<file path="src/rtl/dtc_pkg.sv">
// shared types, command codes and helper functions of the decision tree classifier
package dtc_pkg;

    // field widths of the command transaction
    localparam int CMD_W  = 2;
    localparam int IDX_W  = 11;
    localparam int FIDX_W = 4;
    localparam int CIDX_W = 4;
    localparam int VAL_W  = 32;
    localparam int PROB_W = 17;

    // command codes
    localparam logic [CMD_W-1:0] CMD_WRITE_NODE   = 2'd0;
    localparam logic [CMD_W-1:0] CMD_WRITE_PROB   = 2'd1;
    localparam logic [CMD_W-1:0] CMD_LOAD_FEATURE = 2'd2;
    localparam logic [CMD_W-1:0] CMD_CLASSIFY     = 2'd3;

    // one entry of the node table
    typedef struct packed {
        logic                    leaf;
        logic [FIDX_W-1:0]       feature;
        logic signed [VAL_W-1:0] threshold;
        logic [IDX_W-1:0]        left;
        logic [IDX_W-1:0]        right;
        logic [CIDX_W-1:0]       label;
    } node_t;

    // write request into the feature store
    typedef struct packed {
        logic                    en;
        logic [FIDX_W-1:0]       idx;
        logic signed [VAL_W-1:0] value;
    } feat_wr_t;

    // clamp a written probability to 0..one
    function automatic logic [PROB_W-1:0] sat_prob(input logic signed [VAL_W-1:0] v);
        logic [PROB_W-1:0] r;
        if (v < 0) begin
            r = '0;
        end else if (v > 32'sd65536) begin
            r = 17'd65536;
        end else begin
            r = v[PROB_W-1:0];
        end
        return r;
    endfunction

    // number of shifted compare-subtract steps that bring a child index below nodes
    function automatic int red_shifts(input int nodes);
        int s;
        s = 0;
        while ((nodes << s) <= ((1 << IDX_W) - 1)) begin
            s = s + 1;
        end
        return s;
    endfunction

endpackage

</file>
<file path="src/rtl/dtc_feat_store.sv">
// feature value store with out-of-range slots reading as zero
module dtc_feat_store #(
    parameter int FEATURES = 10
) (
    input  logic                                aclk,
    input  logic                                aresetn,
    input  dtc_pkg::feat_wr_t                   wr,
    input  logic [dtc_pkg::FIDX_W-1:0]          rd_idx,
    output logic signed [dtc_pkg::VAL_W-1:0]    rd_value
);

    logic signed [dtc_pkg::VAL_W-1:0] slot_reg [FEATURES];

    // slot writes, slots beyond the store are dropped
    always_ff @(posedge aclk) begin
        for (int i = 0; i < FEATURES; i++) begin
            if (!aresetn) begin
                slot_reg[i] <= '0;
            end else if (wr.en && (32'(wr.idx) == i)) begin
                slot_reg[i] <= wr.value;
            end
        end
    end

    // select the split feature, zero beyond the store
    always_comb begin
        rd_value = '0;
        for (int i = 0; i < FEATURES; i++) begin
            if (32'(rd_idx) == i) begin
                rd_value = slot_reg[i];
            end
        end
    end

endmodule

</file>
<file path="config.mk">
export PLATFORM = sky130hd
export DESIGN_NAME = dtc_feat_store
export DESIGN_NICKNAME = d
export VERILOG_FILES = /design/src/rtl/dtc_pkg.sv /design/src/rtl/dtc_feat_store.sv
export SDC_FILE = /design/constraint.sdc
export NUM_CORES = 1
export LEC_CHECK = 0
export BUFFER_PORTS_ARGS = -buffer_cell sky130_fd_sc_hd__buf_4
export CAP_MARGIN = 20
export CELL_PAD_IN_SITES_DETAIL_PLACEMENT = 0
export CELL_PAD_IN_SITES_GLOBAL_PLACEMENT = 1
export CORE_UTILIZATION = 45
export DETAILED_ROUTE_END_ITERATION = 10
export GPL_TIMING_DRIVEN = 0
export PLACE_DENSITY_LB_ADDON = 0.1
export REMOVE_ABC_BUFFERS = 1
export SLEW_MARGIN = 20
export SYNTH_ARGS = -nofsm -noshare
export SYNTH_HDL_FRONTEND = slang
export SYNTH_SLANG_ARGS = --single-unit
export TNS_END_PERCENT = 10
</file>
<file path="constraint.sdc">
create_clock -name aclk -period 12 [get_ports aclk]
set_clock_uncertainty 0.2 [all_clocks]
set_input_delay 2.4 -clock aclk [delete_from_list [all_inputs] [get_ports aclk]]
set_output_delay 2.4 -clock aclk [all_outputs]
set_load 0.05 [all_outputs]
</file>
==> impl_results.md <==
- CP max stage delay: 0.65 ns
- Io pins: 75
- Area delta synth->final: 21.0%
- Overflow after GRT: 0
- CTS tree: yes
- Worst slew pin tran: 0.931 ns
- Initial antenna violation count: 1
- Vias in the first global route: 9385
- Setup CP Type: in2out
- Commonest cells after routing, fill and taps aside: and2_1, edfxtp_1, buf_4, mux2i_1, a21oi_1
- CP Buf/Inv Count: 4
- NumNets Final: 1234
- Placeable core area: 32500 um^2
- DRT Pass-1 Iters: 7
- Synth warnings: 0
- Required @ worst endpoint: 9.40 ns
- Maximum vdd drop: 0.132 mV
- Routed vias/inst: 5.64
- Total track usage: 0.246
- Setup violations, final: 0
- Crit Path Max Fanout: 72
- Crit path from: rd_idx[0]
- Yosys top cell by area: edfxtp_1
- WL/cell: 24.3 um
- Iter 0 DRT Violations: 862
- Maxcap violations: 0
- Achievable Freq: 0.131 GHz
- Cts hold-fix bufs: 0
- Distinct cells, synth: 46
- Post-DP HPWL: 24800 um
- First-pass GRT wire length: 59600 um
- CTS resizes: 0
- Main combinational cell family by area after synthesis: simple AND/OR/NAND/NOR gates
- Hold Startpoint: wr[24]
- CP max stage cell: a21oi_4
- Final period utilization: 0.636
- DRC: 0
- Power per cell area: 150 nW/um^2
- RSZ-0062 raised after global routing: false
- Number of synthesized flops with an enable pin: 320
- Initial Util: 0.457
- Post-CTS setup buffers: 0
- Max FFs per register: 320
- Asr flop ratio synth: 0
- Min Hold Slack: 2.02 ns
- Post-synthesis simple-gate area fraction: 0.167
- Setup TNS: 0 ns
- Clock Tree Root: clkbuf_16
- Compound-cell area share of the yosys netlist: 0.0929
- Syn_area_per_cell: 13.2 um^2
- Die Ht: 184 um
- Filler cell count in the final layout: 2659
- Final Wtd Congestion: 0.704
- Gate Count Post-Synth: 1122
- Crit. End Element: output pin
- Hold Crit Endpoint: slot_reg[8][24]$_SDFFCE_PN0P_
- Die area: 33700 um^2
- Worst Hold Depth: 2
- Leak Pwr: 6.46 nW
- Fin. Hold Viols: 0
- Crit path max-delay family: compound AO/OA/AOI/OAI gates
- Ranking of synthesized cells by area: edfxtp_1, and2_1, mux2i_1, o22ai_1, a21oi_1
- Share of cells above drive strength 1: 0.177
- Post-Synth XOR/XNOR Area: 0
- Routed Antenna Nets: 0
- Share of the synthesized area in the top cell type: 0.648
- Sequential-to-total area share from yosys stat: 0.648
- Pin count of the biggest net entering global routing: 73
- Mux cell area share after synthesis: 0.0615
- Hold Crit Class: in2reg
- I/O Buffers: 74
- Clock buffer depth: 3
- Post-Syn Area: 14800 um^2
- #FFs+latches synth: 320
- Most used DFF post-synth: edfxtp_1
- Total CTS buffers: 37
- Final setup margin: 4.37 ns
- Post-Place Setup Slack: 4.34 ns
- Startpoint Class: primary input
- Row count: 66
- Die Wd: 184 um
- Reg clk slew, reported paths: 0.06 ns
- Final max-slew violation count: 0
- H-tree depth: 2
- DRT Wirelength: 40300 um
- Ant. Diodes: 0
- Rel. slew slack: 0.379
- Status: complete, no violations
- Fin crit period: 7.63 ns
- Adder-cell share of the synthesized area: 0
- CTS Sinks: 320
- CP arrival: 5.03 ns
- DR vias: 9364
- Critical-path cell list: buf_8, buf_16, inv_2, a21oi_4, o221ai_1, a21oi_1, buf_4
==> metal layers <==
layer	vias to the layer above	wire, um	global-route usage
met4	0	935	0.0743
met1	4719	18600	0.355
li1	4287	-	-
met3	71	2270	0.0357
met5	-	0	0
met2	287	18500	0.384
==> kinds of logic (layout without fill, tap and decap cells) <==
kind of cell | Yosys count | after routing
AOI/OAI and AO/OA | 206 | 206
muxes | 85 | 85
buffers and inverters | 105 | 200
and+or+nand+nor | 406 | 406
DFF | 320 | 320
==> through the flow <==
stage / area (um^2) / power [mW] / util / cells
after global placement: 15600 / 1.58 / 0.480 / 1555
after detailed placement: 16800 / 1.61 / 0.516 / 1594
after floorplan: 14500 / 1.47 / - / 1039
after global routing: 17900 / 2.78 / 0.553 / 1659
final: 17900 / 2.70 / 0.553 / 1659
after CTS: 17900 / 2.72 / 0.553 / 1659
==> worst max path at each step <==
stage / cells past startpoint / to
after floorplan: 4 / rd_value[7]
after global routing: 7 / rd_value[23]
after detailed placement: 7 / rd_value[23]
after global placement: 6 / rd_value[6]
final: 7 / rd_value[23]
after CTS: 7 / rd_value[23]
==> power breakdown <==
part	switching, mW	leakage (nW)	total, mW	internal (mW)
Sequential	0.0168	3.06	1.31	1.30
Clock	0.434	0.574	1.11	0.680
Combinational	0.177	2.82	0.273	0.0962
==> cells in the mapped netlist, types with 2 or more instances <==
master and number:
and2_1 320, edfxtp_1 320, mux2i_1 63, clkbuf_1 57
a21oi_1 49, o22ai_1 42, o21ai_0 36, o221ai_1 27
nand2_1 21, inv_1 20, buf_2 19, nor2_1 15
mux2_2 12, nand2b_1 11, a311oi_1 10, a21o_1 9
o22ai_2 9, mux2_1 7, nor3_1 7, nor3b_1 7
a2111oi_0 6, nand3_1 6, nand3b_1 5, a211oi_1 4
buf_6 4, nor2b_1 4, a31oi_1 3, mux4_2 3
o21ai_1 3, a221oi_1 2, and2_0 2, buf_1 2
inv_2 2, nor3b_2 2, or3b_1 2
==> layout make-up <==
cell class / count / area (um^2) / area share
Multi-Input combinational cell: 697 / 4980 / 0.278
Timing Repair Buffer: 113 / 1530 / 0.0853
Tap cell: 442 / 553 / 0.0308
Sequential cell: 320 / 9610 / 0.536
Clock buffer: 52 / 1020 / 0.0571
Inverter: 22 / 82.6 / 0.00460
Clock inverter: 13 / 161 / 0.00900
Power figures use the tool's default switching activity.
