==> config.mk <==
export PLATFORM = sky130hd
export DESIGN_NAME = dtc_ram
export DESIGN_NICKNAME = d
export VERILOG_FILES = /design/src/rtl/dtc_ram.sv
export SDC_FILE = /design/constraint.sdc
export NUM_CORES = 1
export LEC_CHECK = 0
export BUFFER_PORTS_ARGS = -buffer_cell sky130_fd_sc_hd__buf_2
export CAP_MARGIN = 25
export CELL_PAD_IN_SITES_DETAIL_PLACEMENT = 1
export CELL_PAD_IN_SITES_GLOBAL_PLACEMENT = 1
export CORE_MARGIN = 1
export CORE_UTILIZATION = 57
export DETAILED_ROUTE_END_ITERATION = 10
export MAX_ROUTING_LAYER = met4
export PLACE_DENSITY = 0.82
export SLEW_MARGIN = 30
export SYNTH_ARGS = -nofsm -noshare
export SYNTH_HDL_FRONTEND = slang
export SYNTH_SLANG_ARGS = --single-unit
==> constraint.sdc <==
create_clock -name aclk -period 5.5 [get_ports aclk]
set_input_delay 1.1 -clock aclk [delete_from_list [all_inputs] [get_ports aclk]]
set_output_delay 1.1 -clock aclk [all_outputs]
set_load 0.01 [all_outputs]
==> src/rtl/dtc_ram.sv <==
// generic single-port-write, single-port-read ram with registered read
module dtc_ram #(
    parameter int WIDTH = 8,
    parameter int DEPTH = 16
) (
    input  logic                     aclk,
    input  logic                     wr_en,
    input  logic [$clog2(DEPTH)-1:0] wr_addr,
    input  logic [WIDTH-1:0]         wr_data,
    input  logic                     rd_en,
    input  logic [$clog2(DEPTH)-1:0] rd_addr,
    output logic [WIDTH-1:0]         rd_data
);

    logic [WIDTH-1:0] mem [DEPTH];

    // write port and registered read port, read data holds between reads
    always_ff @(posedge aclk) begin
        if (wr_en) begin
            mem[wr_addr] <= wr_data;
        end
        if (rd_en) begin
            rd_data <= mem[rd_addr];
        end
    end

endmodule

==> metrics.cfg, run 1 <==
[placement]
post-place-ws_ns = 2.63
place_congestion = 0.760
dp_hpwl_um = 6620
port-buffer-count = 26

[setup_path]
critPathArrivalTime_ns = 2.58
cp.required_ns = 5.75
crit_fanout = 32
rr_endpoint = rd_data[0]
worst-r2r-cell-count = 3
critPathKind = in2reg
reg2reg_from = mem[0][0]
critPathLaunchType = primary input
r2r_setup_slack_ns = 4.00
crit_path_end_kind = flip-flop

[yosys]
synth_ff_type = edfxtp_1
synth_cell_types = 18
syn_inst = 229
ys_ff_latch = 136
syn_nets = 248
ys_seq_area_share_pct = 78.1
post-synth-top-count-cell = edfxtp_1
synth_commonest_cells = 136 x edfxtp_1, 18 x mux4_2, 16 x a22oi_1
synth_area_leader_cell = edfxtp_1
async_flop_share_pct = 0
synth-edff-count = 136
ys_warn_count = 0
syn_area_um2 = 5230
synth_area_per_cell_um2 = 22.8
synth_top_area_share_pct = 78.1
netlist_top_cells_area = edfxtp_1 78%, mux4_2 7.8%, mux4_1 7.0%

[layout]
area_growth_pct = 15.0
insertedDiodeCount = 0
drive_gt1_share_pct = 27.9
fillers = 697
nets = 286

[floorplanning]
core-area_um2 = 8810
initial_core_util_pct = 59.4
die_area_um2 = 9560
ios = 27
die_h_um = 97.8
die_w_um = 97.8
rows = 34

[routing]
drt_wl_total_um = 11300
postRouteAntennaNets = 0
dr.pass1.iters = 7
drt_iter0_markers = 204
drc_errors = 4
post_drt_wl_per_cell_um = 29.2
vias_per_cell = 6.41
via_count = 2489

[sta]
fin_crit_ns = 2.32
slew_headroom_pct = 36.5
worst_pin_slew_ns = 0.949
report.final.slew_viol_count = 0
fmax_ghz = 0.430
setup_viol = 0
fin_setup_tns_ns = 0
rsz0062_at_grt = no
layout_setup_ws_ns = 3.18
period_share_pct = 42.3
fin_skew_ns = 0.00825
hold_viol_final = 0

[global_route]
grt_max_degree = 33
overflow = 0
grt_use_total_pct = 27.4
grt_pass1_wl_um = 17000
grt_pass1_vias = 2704
antenna_found_initial = 0

[clocking]
insertion_delay_ns = 0.52
cts_root_buffer = clkbuf_8
cts.htree.levels = 4
cts_buffers = 17
ctsResizeCount = 0
clkTransAtPathRegs_ns = 0.06
ctsHoldBuffers = 0
cts_tree = done
post-cts-setup-buffers = 0
cts_sinks = 136
clock_path_buffers = 2

[run_status]
outcome = complete, but fails checks
violations = design-rule violations

[hold_path]
hold_path.class = reg2reg
hold_end = rd_data[5]
worstHoldStart = mem[15][5]
hold_path_depth = 3

[pwr]
ir_drop_mv = 0.237
total_leakage_power_nw = 2.00
powerDensity_nw_per_um2 = 398

[flow_run]
cap_violations = 0

-- worst max-delay path, cell delays in order --
cell and delay (ns):
buf_4 0.48, mux4_1 0.63, a22oi_1 0.25, nand2_1 0.11
-- kinds of logic after synthesis --
| kind of cell | after synthesis | synth area share, % |
|---|---|---|
| flops | 136 | 78.1 |
| simple gates | 35 | 3.14 |
| mux | 32 | 14.8 |
| compound gates | 16 | 2.30 |
| buf+inv | 10 | 1.65 |
-- stage by stage --
stage / std cells / util [%] / total power [mW] / hold WS (ns) / area, µm²
2_1_floorplan: 229 / - / 1.26 / 0.705 / 5230
3_3_place_gp: 356 / 61.7 / 1.29 / 0.724 / 5430
3_5_place_dp: 356 / 61.7 / 1.30 / 0.755 / 5440
4_1_cts: 388 / 68.3 / 2.40 / 0.770 / 6010
5_1_grt: 388 / 68.3 / 2.44 / 0.792 / 6010
6_report: 388 / 68.3 / 2.39 / 0.760 / 6010
-- routing by layer --
layer / part of all wire (%) / global-route usage (%)
met5: 0 / -
met3: 6.1 / 6.44
met2: 50 / 42.9
met4: 2.0 / 10.6
met1: 42 / 35.5
-- final cells by class --
class	count	area (µm²)	share of cell area, %
clock buffers	17	414	6.89
clock inverters	15	160	2.66
multi-input cells	83	1060	17.7
flip-flops and latches	136	4080	67.9
well taps	108	135	2.25
repair buffers	29	155	2.58
-- cells in the final DEF (no fill, tap or decap), drive strengths merged --
cell,n
a22oi,16
and2,1
and2b,1
buf,29
bufinv,3
clkbuf,17
clkinv,9
clkinvlp,3
edfxtp,136
mux4,32
nand2,9
nand2b,2
nand3,1
nand3b,2
nor2,13
nor2b,1
nor3,4
or3b,1
-- registers in the layout (all words and copies together) (netlist names) --
signal,cells
mem,128
rd_data,8
-- power by group --
group | switching, mW | internal, mW | total (mW) | leakage (nW)
clock network | 0.429 | 0.682 | 1.11 | 0.273
registers | 0.00798 | 1.17 | 1.18 | 1.24
logic | 0.0642 | 0.0408 | 0.105 | 0.491
total | 0.501 | 1.89 | 2.39 | 2.00
-- worst max-delay path by stage --
stage	startpoint	endpoint	slack, ns	cells past startpoint
2_1_floorplan	wr_addr[2]	mem[0][0]	2.91	2
3_3_place_gp	rd_addr[0]	rd_data[7]	2.31	4
3_5_place_dp	rd_addr[0]	rd_data[5]	2.63	4
4_1_cts	rd_addr[0]	rd_data[3]	3.15	4
5_1_grt	rd_addr[0]	rd_data[1]	3.08	4
6_report	rd_addr[0]	rd_data[1]	3.18	4
Power figures use the tool's default switching activity.
==> run 2, diff against run 1 <==
--- a/config.mk
+++ b/config.mk
@@ -10,10 +10,10 @@
 export CELL_PAD_IN_SITES_DETAIL_PLACEMENT = 1
 export CELL_PAD_IN_SITES_GLOBAL_PLACEMENT = 1
 export CORE_MARGIN = 1
-export CORE_UTILIZATION = 57
+export CORE_UTILIZATION = 48
 export DETAILED_ROUTE_END_ITERATION = 10
 export MAX_ROUTING_LAYER = met4
-export PLACE_DENSITY = 0.82
+export PLACE_DENSITY = 0.73
 export SLEW_MARGIN = 30
 export SYNTH_ARGS = -nofsm -noshare
 export SYNTH_HDL_FRONTEND = slang
==> constraint.sdc (replaced) <==
create_clock -name aclk -period 2.1 [get_ports aclk]
set_input_delay 0.42 -clock aclk [delete_from_list [all_inputs] [get_ports aclk]]
set_output_delay 0.42 -clock aclk [all_outputs]
set_load 0.01 [all_outputs]
==> run 2 against run 1 <==
Net effect:
- the run now ends clean
- utilization shrank 10 points
- die area increased by 18%
- count of clock-buffer cells in the layout unchanged
- sequential power rose to 2.6 times the previous value
- hold slack worse by 0.50 ns
==> metrics.cfg, run 2 (synthesized netlist as in run 1, its figures left out) <==
[floorplanning]
ios = 27
die_w_um = 106
core-area_um2 = 10500
rows = 37
die_h_um = 106
initial_core_util_pct = 50.0
die_area_um2 = 11300

[sta]
fin_crit_ns = 1.56
fmax_ghz = 0.639
layout_setup_ws_ns = 0.536
fin_setup_tns_ns = 0
rsz0062_at_grt = no
period_share_pct = 74.5
setup_viol = 0
fin_skew_ns = 0.0104
hold_viol_final = 0
slew_headroom_pct = 72.6
report.final.slew_viol_count = 0
worst_pin_slew_ns = 0.411

[layout]
layout_commonest_cell = edfxtp_1
insertedDiodeCount = 0
area_growth_pct = 16.8
regMostFlops = mem
fillers = 934
final_core_util_pct = 58.3
seq_area_um2 = 4080
reg.largest.list = mem (128), rd_data (8)
largest_reg_flops = 128
layout_common_cells = 136 x edfxtp_1, 26 x buf_2, 22 x buf_4
multi_input_comb_area_um2 = 1060
drive_gt1_share_pct = 29.7
nets = 307

[hold_path]
worstHoldStart = rd_en
hold_path_depth = 1
hold_path.class = in2reg
hold_end = rd_data[6]

[setup_path]
crit_path_end_kind = flip-flop
worst-r2r-cell-count = 3
cp.required_ns = 2.37
r2r_setup_slack_ns = 0.54
crit_fanout = 1
critPathKind = reg2reg
critPathArrivalTime_ns = 1.83
rr_endpoint = rd_data[6]
slowest_stage = mux4_2
slowest_delay_ns = 0.50
critPathLaunchType = flip-flop
crit_chain = mux4_2, a22oi_1, nand2_1
reg2reg_from = mem[3][6]
worstSetupStartpoint = mem[3][6]

[pwr]
comb_power_share_pct = 5.3
total_leakage_power_nw = 2.06
swShare_pct = 20.4
powerDensity_nw_per_um2 = 938
ir_drop_mv = 0.459
p_clk_share_pct = 41.0
p_seq_share_pct = 53.8
switchingPower_mw = 1.17
p_int_mw = 4.56

[clocking]
clock_path_buffers = 2
clkTransAtPathRegs_ns = 0.05
cts_buffers = 17
cts.htree.levels = 4
ctsHoldBuffers = 0
ctsResizeCount = 0
post-cts-setup-buffers = 0
insertion_delay_ns = 0.52
cts_tree = done
cts_root_buffer = clkbuf_8
cts_sinks = 136

[routing]
via_count = 2516
drt_iter0_markers = 136
vias_per_cell = 5.82
post_drt_wl_per_cell_um = 25.4
drc_errors = 0
postRouteAntennaNets = 0
dr.pass1.iters = 5
drt_wl_total_um = 11000

[placement]
post-place-ws_ns = 0.116
place_congestion = 0.728
port-buffer-count = 26
dp_hpwl_um = 7260

[global_route]
grt_use_total_pct = 22.6
grt_max_degree = 17
antenna_found_initial = 0
grt_pass1_vias = 2685
grt_pass1_wl_um = 16800
overflow = 0

[flow_run]
cap_violations = 0

[run_status]
outcome = finished clean

==> run 2: cell count changes in the layout (fill, tap and decap cells not counted), sizes merged <==
| cell | previous run | this run |
|---|---|---|
| bufinv | 3 | 0 |
| buf | 29 | 50 |
| clkinvlp | 3 | 1 |
==> run 2: power by group through the flow <==
stage / clock network, mW / registers (mW) / logic [mW]
final: 2.35 / 3.08 / 0.301
after global routing: 2.48 / 3.08 / 0.324
after CTS: 2.38 / 3.08 / 0.304
after detailed placement: 0 / 3.13 / 0.301
after global placement: 0 / 3.13 / 0.290
after floorplan: 0 / 3.13 / 0.154
==> run 2: metal layers <==
metal  part of all wire (%)  up-vias  global-route usage [%]
met5                      0        -                       -
met4                   0.67        0                    6.85
met3                    4.5        6                    6.25
met2                     49       89                    34.9
met1                     45     1324                    29.5
li1                       -     1097                       -
==> run 2: worst max path at each step <==
stage | end | cells after the start
after floorplan | mem[0][0] | 2
after global placement | rd_data[6] | 5
after detailed placement | rd_data[5] | 6
after CTS | rd_data[6] | 3
after global routing | rd_data[6] | 3
final | rd_data[6] | 3
==> run 2: critical path: cells and delay by family, from the launching register on <==
| family | cells | cell delay, ns |
|---|---|---|
| multiplexers | 1 | 0.50 |
| flip-flops | 1 | 0.38 |
| AO/OA/AOI/OAI | 1 | 0.34 |
| AND/OR/NAND/NOR | 1 | 0.11 |
==> run 2: cell type report <==
class,count,area share (%)
sequential,136,66.9
tap,136,2.79
clock inverter,10,0.697
multi-input combinational,83,17.3
timing repair buffer,50,5.49
clock buffer,17,6.79
==> run 2: through the flow <==
| stage | power [mW] | instances | hold slack [ns] | area [µm²] |
|---|---|---|---|---|
| finish | 5.73 | 432 | 0.263 | 6100 |
| global route | 5.89 | 432 | 0.247 | 6100 |
| CTS | 5.76 | 432 | 0.243 | 6100 |
| detailed placement | 3.44 | 405 | 0.758 | 5650 |
| global placement | 3.42 | 405 | 0.740 | 5650 |
| floorplan | 3.29 | 229 | 0.519 | 5230 |
